--- src/rtl/upe_pkg.sv ---
`timescale 1ns / 1ps
// Shared types, constants and character helpers of the URL percent encoder.
package upe_pkg;

   // Longest string whose byte offsets are counted; offsets saturate below.
   localparam longint unsigned MAX_STRING_LENGTH = 64'd65535;
   localparam logic [15:0] POS_LIMIT = (MAX_STRING_LENGTH < 64'd65535) ?
                                       16'(MAX_STRING_LENGTH) : 16'hFFFF;

   localparam logic [7:0] SPACE_CHAR   = 8'h20;
   localparam logic [7:0] PLUS_CHAR    = 8'h2B;
   localparam logic [7:0] PERCENT_CHAR = 8'h25;
   localparam logic [7:0] CTRL_MAX     = 8'h1F;

   localparam logic [2:0] LEAD2_CODE = 3'b110;
   localparam logic [3:0] LEAD3_CODE = 4'b1110;
   localparam logic [4:0] LEAD4_CODE = 5'b11110;

   typedef enum logic {
      ST_IDLE,
      ST_EMIT
   } state_type;

   typedef enum logic [1:0] {
      KIND_CHAR,
      KIND_HEX,
      KIND_CODE_POINT,
      KIND_ERROR
   } kind_type;

   typedef struct packed {
      logic accept;
      logic advance;
   } cmd_type;

   typedef struct packed {
      logic has_results;
      logic last_result;
   } status_type;

   function automatic logic is_reserved(input logic [7:0] b);
      logic hit;
      unique case (b)
         8'h21, 8'h23, 8'h24, 8'h26, 8'h22, 8'h27, 8'h28, 8'h29, 8'h2A,
         8'h2B, 8'h2C, 8'h2F, 8'h3A, 8'h3B, 8'h3D, 8'h3F, 8'h40, 8'h5B,
         8'h5D:   hit = 1'b1;
         default: hit = 1'b0;
      endcase
      return hit;
   endfunction

   // 0 means the byte cannot start a code point
   function automatic logic [2:0] lead_length(input logic [7:0] b);
      logic [2:0] len;
      priority if (b[7] == 1'b0)       len = 3'd1;
      else if (b[7:5] == LEAD2_CODE)   len = 3'd2;
      else if (b[7:4] == LEAD3_CODE)   len = 3'd3;
      else if (b[7:3] == LEAD4_CODE)   len = 3'd4;
      else                             len = 3'd0;
      return len;
   endfunction

   function automatic logic [7:0] hex_char(input logic [3:0] n);
      logic [7:0] c;
      if (n < 4'd10) c = {4'h3, n};
      else           c = 8'h37 + {4'h0, n};
      return c;
   endfunction

endpackage

--- src/rtl/url_percent_encoder.sv ---
`timescale 1ns / 1ps
// Top level of the form-style URL percent encoder.
//
// Takes one string byte per req_ transaction (req_string_end marks the last
// byte) and returns the encoded characters one per rsp_ transaction: a space
// becomes '+', control bytes and the reserved set become %XX, other ASCII
// passes through, and a complete UTF-8 code point of 2 to 4 bytes comes out
// as %XX for every byte. Bad lead bytes and cut-off code points give one
// error transaction with the lead byte's offset; the rest of that string is
// then dropped silently. An input transaction is taken while the block is idle;
// it then streams its 0 to 12 results at one per cycle while rsp_ready is
// high, and takes the next byte in the cycle after the final result goes out.
// A byte with no results leaves the block idle and ready for the next byte.
module url_percent_encoder (
   input  logic        clock,
   input  logic        reset,
   input  logic        req_valid,
   output logic        req_ready,
   input  logic [7:0]  req_in_byte,
   input  logic        req_string_end,
   output logic        rsp_valid,
   input  logic        rsp_ready,
   output logic [7:0]  rsp_out_char,
   output logic        rsp_is_error,
   output logic [15:0] rsp_error_position,
   output logic        rsp_run_last,
   output logic        rsp_string_done
);
   import upe_pkg::*;

   cmd_type    cmd;
   status_type status;

   // handshake control and result sequencing
   upe_ctrl u_ctrl (
      .clock     (clock),
      .reset     (reset),
      .req_valid (req_valid),
      .req_ready (req_ready),
      .rsp_valid (rsp_valid),
      .rsp_ready (rsp_ready),
      .status    (status),
      .cmd       (cmd)
   );

   // byte classification, string state and result generation
   upe_datapath u_datapath (
      .clock              (clock),
      .reset              (reset),
      .cmd                (cmd),
      .status             (status),
      .req_in_byte        (req_in_byte),
      .req_string_end     (req_string_end),
      .rsp_out_char       (rsp_out_char),
      .rsp_is_error       (rsp_is_error),
      .rsp_error_position (rsp_error_position),
      .rsp_run_last       (rsp_run_last),
      .rsp_string_done    (rsp_string_done)
   );

endmodule

--- src/rtl/upe_ctrl.sv ---
`timescale 1ns / 1ps
// Controller of the URL percent encoder: input acceptance and result sequencing.
module upe_ctrl (
   input  logic                 clock,
   input  logic                 reset,
   input  logic                 req_valid,
   output logic                 req_ready,
   output logic                 rsp_valid,
   input  logic                 rsp_ready,
   input  upe_pkg::status_type  status,
   output upe_pkg::cmd_type     cmd
);
   import upe_pkg::*;

   state_type state_ff;
   state_type state_in;

   always_ff @(posedge clock) begin
      if (reset) begin
         state_ff <= ST_IDLE;
      end else begin
         state_ff <= state_in;
      end
   end

   always_comb begin
      state_in = state_ff;
      unique case (state_ff)
         ST_IDLE: begin
            if (req_valid && status.has_results) state_in = ST_EMIT;
         end
         ST_EMIT: begin
            if (rsp_ready && status.last_result) state_in = ST_IDLE;
         end
         default: state_in = ST_IDLE;
      endcase
   end

   always_comb begin
      req_ready   = 1'b0;
      rsp_valid   = 1'b0;
      unique case (state_ff)
         ST_IDLE: req_ready = 1'b1;
         ST_EMIT: rsp_valid = 1'b1;
         default: ;
      endcase
      cmd.accept  = req_ready && req_valid;
      cmd.advance = rsp_valid && rsp_ready;
   end

endmodule

--- src/rtl/upe_datapath.sv ---
`timescale 1ns / 1ps
// Datapath of the URL percent encoder: string state, code point buffer, result plan.
module upe_datapath (
   input  logic                clock,
   input  logic                reset,
   input  upe_pkg::cmd_type    cmd,
   output upe_pkg::status_type status,
   input  logic [7:0]          req_in_byte,
   input  logic                req_string_end,
   output logic [7:0]          rsp_out_char,
   output logic                rsp_is_error,
   output logic [15:0]         rsp_error_position,
   output logic                rsp_run_last,
   output logic                rsp_string_done
);
   import upe_pkg::*;

   // string state
   logic [7:0]  buf_mem [4];
   logic [2:0]  exp_ff, exp_in;
   logic [2:0]  held_ff, held_in;
   logic [15:0] pos_ff, pos_in;
   logic        skip_ff, skip_in;
   logic [15:0] lead_ff, lead_in;

   // result plan
   kind_type    kind_ff, kind_in;
   logic [7:0]  char_ff, char_in;
   logic [15:0] epos_ff, epos_in;
   logic        done_ff, done_in;
   logic [2:0]  elen_ff, elen_in;
   logic [1:0]  idx_ff, idx_in;
   logic [1:0]  digit_ff, digit_in;

   logic        buf_we;
   logic [1:0]  buf_widx;
   logic        has_res;
   logic        err;
   logic [2:0]  len;
   logic [2:0]  held_next;
   logic [7:0]  hex_src;
   logic        last_res;

   always_comb begin
      kind_in   = kind_ff;
      char_in   = char_ff;
      epos_in   = epos_ff;
      elen_in   = elen_ff;
      held_in   = held_ff;
      exp_in    = exp_ff;
      lead_in   = lead_ff;
      skip_in   = skip_ff;
      pos_in    = pos_ff;
      buf_we    = 1'b0;
      buf_widx  = held_ff[1:0];
      has_res   = 1'b0;
      err       = 1'b0;
      len       = lead_length(req_in_byte);
      held_next = held_ff + 3'd1;

      if (!skip_ff) begin
         if (held_ff != 3'd0) begin
            buf_we = 1'b1;
            if (held_next >= exp_ff) begin
               kind_in = KIND_CODE_POINT;
               elen_in = exp_ff;
               has_res = 1'b1;
               held_in = 3'd0;
               exp_in  = 3'd0;
            end else begin
               held_in = held_next;
               if (req_string_end) begin
                  kind_in = KIND_ERROR;
                  epos_in = lead_ff;
                  has_res = 1'b1;
                  err     = 1'b1;
               end
            end
         end else if (req_in_byte == SPACE_CHAR) begin
            kind_in = KIND_CHAR;
            char_in = PLUS_CHAR;
            has_res = 1'b1;
         end else if (len == 3'd0) begin
            kind_in = KIND_ERROR;
            epos_in = pos_ff;
            has_res = 1'b1;
            err     = 1'b1;
         end else if (len == 3'd1) begin
            char_in = req_in_byte;
            has_res = 1'b1;
            if (req_in_byte <= CTRL_MAX || is_reserved(req_in_byte)) kind_in = KIND_HEX;
            else                                                     kind_in = KIND_CHAR;
         end else begin
            buf_we   = 1'b1;
            buf_widx = 2'd0;
            held_in  = 3'd1;
            exp_in   = len;
            lead_in  = pos_ff;
            if (req_string_end) begin
               kind_in = KIND_ERROR;
               epos_in = pos_ff;
               has_res = 1'b1;
               err     = 1'b1;
            end
         end
         if (!req_string_end) begin
            if (err) begin
               skip_in = 1'b1;
               held_in = 3'd0;
               exp_in  = 3'd0;
            end
            if (pos_ff < POS_LIMIT) pos_in = pos_ff + 16'd1;
         end
      end

      // string end clears the held count, expected length, offsets and skip flag for the next string
      if (req_string_end) begin
         held_in = 3'd0;
         exp_in  = 3'd0;
         pos_in  = 16'd0;
         skip_in = 1'b0;
         lead_in = 16'd0;
      end
      done_in = req_string_end || err;
   end

   always_ff @(posedge clock) begin
      if (reset) begin
         exp_ff  <= 3'd0;
         held_ff <= 3'd0;
         pos_ff  <= 16'd0;
         skip_ff <= 1'b0;
         lead_ff <= 16'd0;
      end else if (cmd.accept) begin
         exp_ff  <= exp_in;
         held_ff <= held_in;
         pos_ff  <= pos_in;
         skip_ff <= skip_in;
         lead_ff <= lead_in;
      end
   end

   always_ff @(posedge clock) begin
      if (cmd.accept && buf_we) buf_mem[buf_widx] <= req_in_byte;
   end

   always_ff @(posedge clock) begin
      if (reset) begin
         kind_ff <= KIND_CHAR;
         char_ff <= 8'd0;
         epos_ff <= 16'd0;
         done_ff <= 1'b0;
         elen_ff <= 3'd0;
      end else if (cmd.accept) begin
         kind_ff <= kind_in;
         char_ff <= char_in;
         epos_ff <= epos_in;
         done_ff <= done_in;
         elen_ff <= elen_in;
      end
   end

   // step through the digits of each hex-encoded byte
   always_comb begin
      idx_in   = idx_ff;
      digit_in = digit_ff;
      if (cmd.accept) begin
         idx_in   = 2'd0;
         digit_in = 2'd0;
      end else if (cmd.advance) begin
         if (digit_ff == 2'd2) begin
            digit_in = 2'd0;
            idx_in   = idx_ff + 2'd1;
         end else begin
            digit_in = digit_ff + 2'd1;
         end
      end
   end

   always_ff @(posedge clock) begin
      if (reset) begin
         idx_ff   <= 2'd0;
         digit_ff <= 2'd0;
      end else begin
         idx_ff   <= idx_in;
         digit_ff <= digit_in;
      end
   end

   always_comb begin
      hex_src  = (kind_ff == KIND_CODE_POINT) ? buf_mem[idx_ff] : char_ff;
      last_res = 1'b1;
      rsp_out_char       = 8'd0;
      rsp_is_error       = 1'b0;
      rsp_error_position = 16'd0;
      unique case (kind_ff)
         KIND_CHAR: rsp_out_char = char_ff;
         KIND_ERROR: begin
            rsp_is_error       = 1'b1;
            rsp_error_position = epos_ff;
         end
         KIND_HEX, KIND_CODE_POINT: begin
            unique case (digit_ff)
               2'd0:    rsp_out_char = PERCENT_CHAR;
               2'd1:    rsp_out_char = hex_char(hex_src[7:4]);
               default: rsp_out_char = hex_char(hex_src[3:0]);
            endcase
            last_res = (digit_ff == 2'd2) &&
                       ((kind_ff == KIND_HEX) || ({1'b0, idx_ff} == elen_ff - 3'd1));
         end
         default: ;
      endcase
      rsp_run_last    = last_res;
      rsp_string_done = last_res && done_ff;
   end

   assign status.has_results = has_res;
   assign status.last_result = last_res;

endmodule

--- config.mk ---
export PLATFORM = sky130hd
export DESIGN_NAME = url_percent_encoder
export DESIGN_NICKNAME = d
export VERILOG_FILES = /design/src/rtl/upe_pkg.sv /design/src/rtl/url_percent_encoder.sv /design/src/rtl/upe_ctrl.sv /design/src/rtl/upe_datapath.sv
export SDC_FILE = /design/constraint.sdc
export NUM_CORES = 1
export LEC_CHECK = 0
export BUFFER_PORTS_ARGS = -buffer_cell sky130_fd_sc_hd__buf_2
export CAP_MARGIN = 20
export CORE_ASPECT_RATIO = 0.8
export CORE_MARGIN = 2
export CORE_UTILIZATION = 45
export CTS_CLUSTER_DIAMETER = 80
export DETAILED_ROUTE_END_ITERATION = 8
export PLACE_DENSITY = 0.63
export REMOVE_ABC_BUFFERS = 1
export SYNTH_ARGS = -nofsm -noshare
export SYNTH_HDL_FRONTEND = slang
export SYNTH_HIERARCHICAL = 1
export SYNTH_SLANG_ARGS = --single-unit
--- constraint.sdc ---
create_clock -name clock -period 2.93 [get_ports clock]
set_input_delay 0.293 -clock clock [delete_from_list [all_inputs] [get_ports clock]]
set_output_delay 0.293 -clock clock [all_outputs]
set_load 0.005 [all_outputs]
==> impl_metrics.ini <==
[run_status]
status = completed

[layout]
layout_common_cells = nand2_1 (75), nor2_1 (74), dfxtp_1 (73), buf_2 (41), edfxtp_1 (32)
drive_gt1_frac = 0.185
multi_input_area_um2 = 2750
insertedDiodeCount = 0
nNetsFinal = 655
fillers = 1049
layout_commonest_cell = nand2_1
register_area_um2 = 2490
layout-area-overhead-vs-synth_pct = 14.1

[min_path]
holdCritStartpoint = rsp_ready
worstHoldEndpoint = u_ctrl/state_ff$_SDFF_PP0_
hold_class = input port to register
hold_depth = 2

[clock_tree]
cts-root-buf = clkbuf_16
cts_made_buffers = 9
cts_tree = built
clkSlewWorstSetupHoldPaths_ns = 0.07
clockBufferDepth = 2
h-tree-depth = 3
hold_buffers = 0
cts.sinks = 108
insertion_delay_ns = 0.34

[grt]
track_usage = 0.205
overflow = 0
antenna_found_initial = 0
grt_pass1_wl_mm = 21.3
grt_max_degree = 34
grt_pass1_vias = 4220

[routing]
antenna_left = 0
topRoutingLayerUsed = met4
routed_wl_mm = 13.3
drt-pass1-iter-count = 5
vias_per_cell = 5.72
dr_wl_met3_um = 536
via_count = 4470
m1WireLength_mm = 6.61
drc_errors = 0
drtIter0Drc = 482
wl_met2_mm = 5.90
wire_per_inst_um = 17.0

[setup_path]
r2r-start = u_datapath/held_ff[0]$_SDFFE_PP0P_
critPathMaxFanout = 4
arrival_ns = 2.58
r2r_slack_ns = 0.27
critical_path_buf_inv_count = 1
critPathKind = register to output pin
end_kind = output pin
start_kind = register
required_ns = 2.64
r2r-end = u_datapath/epos_ff[10]$_SDFFE_PP0P_
cp_cell_sequence = mux4_2 -> mux2i_2 -> ha_1 -> a221oi_2 -> a21oi_1 -> a211oi_1 -> buf_2
slowest_delay_ns = 0.54
reg2reg_depth = 9
crit_family = multiplexers
slowest_stage = mux4_2

[yosys]
synth_top_family_by_area = simple AND/OR/NAND/NOR gates
async_flop_share = 0
synthMuxAreaShare = 0.0523
ys_seq_elements = 108
synth_compound_area_frac = 0.153
synth-main-ff-cell = dfxtp_1
netlist_area_um2 = 5460
synth_fa_ha_area_frac = 0.0298
syn_area_per_cell_um2 = 9.33
yosysWarnings = 6
synth.distinct_cells = 75
yosys.area_share.xor_xnor = 0.0337
yosysSeqAreaShare = 0.455
synth-simple-area-share = 0.226
synthCells = 585
synth_enable_flop_cells = 32

[sta]
period_share = 0.981
slew_headroom = 0.529
finalSetupViolations = 0
rsz0062_at_grt = yes
fmaxAchievable_mhz = 348
timing.final.max_slew_violations = 0
tns_ns = 0
worst_slew_pin_slew_ns = 0.702
finalCriticalPeriod_ns = 2.87
setup_ws_ns = 0.0556
finalClockSkew_ns = 0.00741
hold_violations = 0

[floorplan]
die-area_um2 = 13000
ios = 42
die_y_um = 103
design.core.area_um2 = 11700
row_count = 35
initial_core_util = 0.467
fp.dieW_um = 127

[place]
hpwlAfterDp_mm = 9.19
pre_cts_ws_ns = 0.179
place_congestion = 0.851
io_buffers = 41

[power]
p_total_mw = 3.26
vdd_drop_max_v = 0.000297
cellLeakagePower_nw = 2.19
power.density_nw_per_um2 = 523

[flow_run]
cap_violations = 0
## area by class of cell
cell class	count	area share
Clock buffer	11	0.0390
Clock inverter	5	0.00964
Inverter	18	0.0108
Multi-Input combinational cell	425	0.442
Sequential cell	108	0.400
Tap cell	148	0.0297
Timing Repair Buffer	67	0.0685
## worst reg2reg max path: stages, from the launching register on
cell and delay (ns):
dfxtp_1 0.47, inv_1 0.11, ha_1 0.32, ha_1 0.28
a21o_1 0.19, a2111oi_0 0.46, o21a_2 0.23, buf_12 0.19
nor2_1 0.06, a311oi_1 0.25
## worst max-delay path by stage
stage               slack, ns                                 end  cells after the start                               start
global route            -0.06                     rsp_out_char[2]                     10  u_datapath/kind_ff[0]$_SDFFE_PP0P_
finish                   0.06                     rsp_out_char[1]                      7                            register
global placement         0.28                     rsp_out_char[1]                      9  u_datapath/kind_ff[0]$_SDFFE_PP0P_
CTS                     0.007                     rsp_out_char[1]                      7                            register
floorplan                0.29  u_datapath/lead_ff[0]$_SDFFE_PP0P_                      7  u_datapath/held_ff[0]$_SDFFE_PP0P_
detailed placement       0.18                     rsp_out_char[1]                      9  u_datapath/kind_ff[0]$_SDFFE_PP0P_
## stage by stage
| stage | instance area (um2) | std cells | util | hold WS [ns] |
|---|---|---|---|---|
| 4_1_cts | 6080 | 771 | 0.520 | 0.168 |
| 5_1_grt | 6230 | 782 | 0.533 | 0.186 |
| 3_3_place_gp | 5760 | 755 | 0.493 | 0.454 |
| 2_1_floorplan | 5250 | 551 | - | 0.362 |
| 6_report | 6230 | 782 | 0.533 | 0.179 |
| 3_5_place_dp | 5760 | 755 | 0.493 | 0.463 |
## cells by family (layout without fill, tap and decap cells)
kind of cell / Yosys count / count (layout)
adders and majority gates: 13 / 13
DFF: 108 / 108
muxes: 20 / 20
buffers and inverters: 52 / 101
and+or+nand+nor: 256 / 256
AOI/OAI and AO/OA: 115 / 115
xor gates and xnor gates: 21 / 21
## per-layer routing
| layer | vias up | global-route usage |
|---|---|---|
| li1 | 2185 | - |
| met1 | 2142 | 0.296 |
| met2 | 122 | 0.313 |
| met3 | 21 | 0.0353 |
| met4 | 0 | 0.0744 |
| met5 | - | 0 |
## flip-flops by register name, indices dropped and copies added (netlist names), named ones only
register,flops
u_datapath/idx_ff,2
u_ctrl/state_ff,1
u_datapath/skip_ff,1
u_datapath/digit_ff,2
u_datapath/epos_ff,16
u_datapath/elen_ff,3
u_datapath/held_ff,3
u_datapath/pos_ff,16
u_datapath/kind_ff,2
u_datapath/char_ff,8
u_datapath/exp_ff,3
u_datapath/lead_ff,16
u_datapath/done_ff,1
u_datapath/buf_mem,32
## cells in the mapped netlist, types with 14 or more instances
cell type / n / share of area
a21oi_1: 27 / 0.025
nor2_1: 74 / 0.051
dfxtp_1: 76 / 0.28
clkbuf_1: 17 / 0.012
and2_1: 19 / 0.022
xor2_1: 14 / 0.022
inv_1: 18 / 0.012
nand2_1: 75 / 0.052
edfxtp_1: 32 / 0.18
nand3_1: 18 / 0.017
a311oi_1: 17 / 0.027
nor3_1: 22 / 0.020
a22oi_1: 19 / 0.026
## timing repair
item	4_1_cts	5_1_grt
setup endpoints to repair	5	5
gates resized for setup	6	12
pin swaps	0	4
buffers inserted	0	11
## report_power, final
| group | internal [mW] | leakage, nW | switching (mW) |
|---|---|---|---|
| Clock | 0.690 | 0.141 | 0.545 |
| Combinational | 0.167 | 1.15 | 0.253 |
| Sequential | 1.57 | 0.907 | 0.0330 |
| Total | 2.43 | 2.19 | 0.831 |
Note: power is estimated with default switching activity, not from simulation.
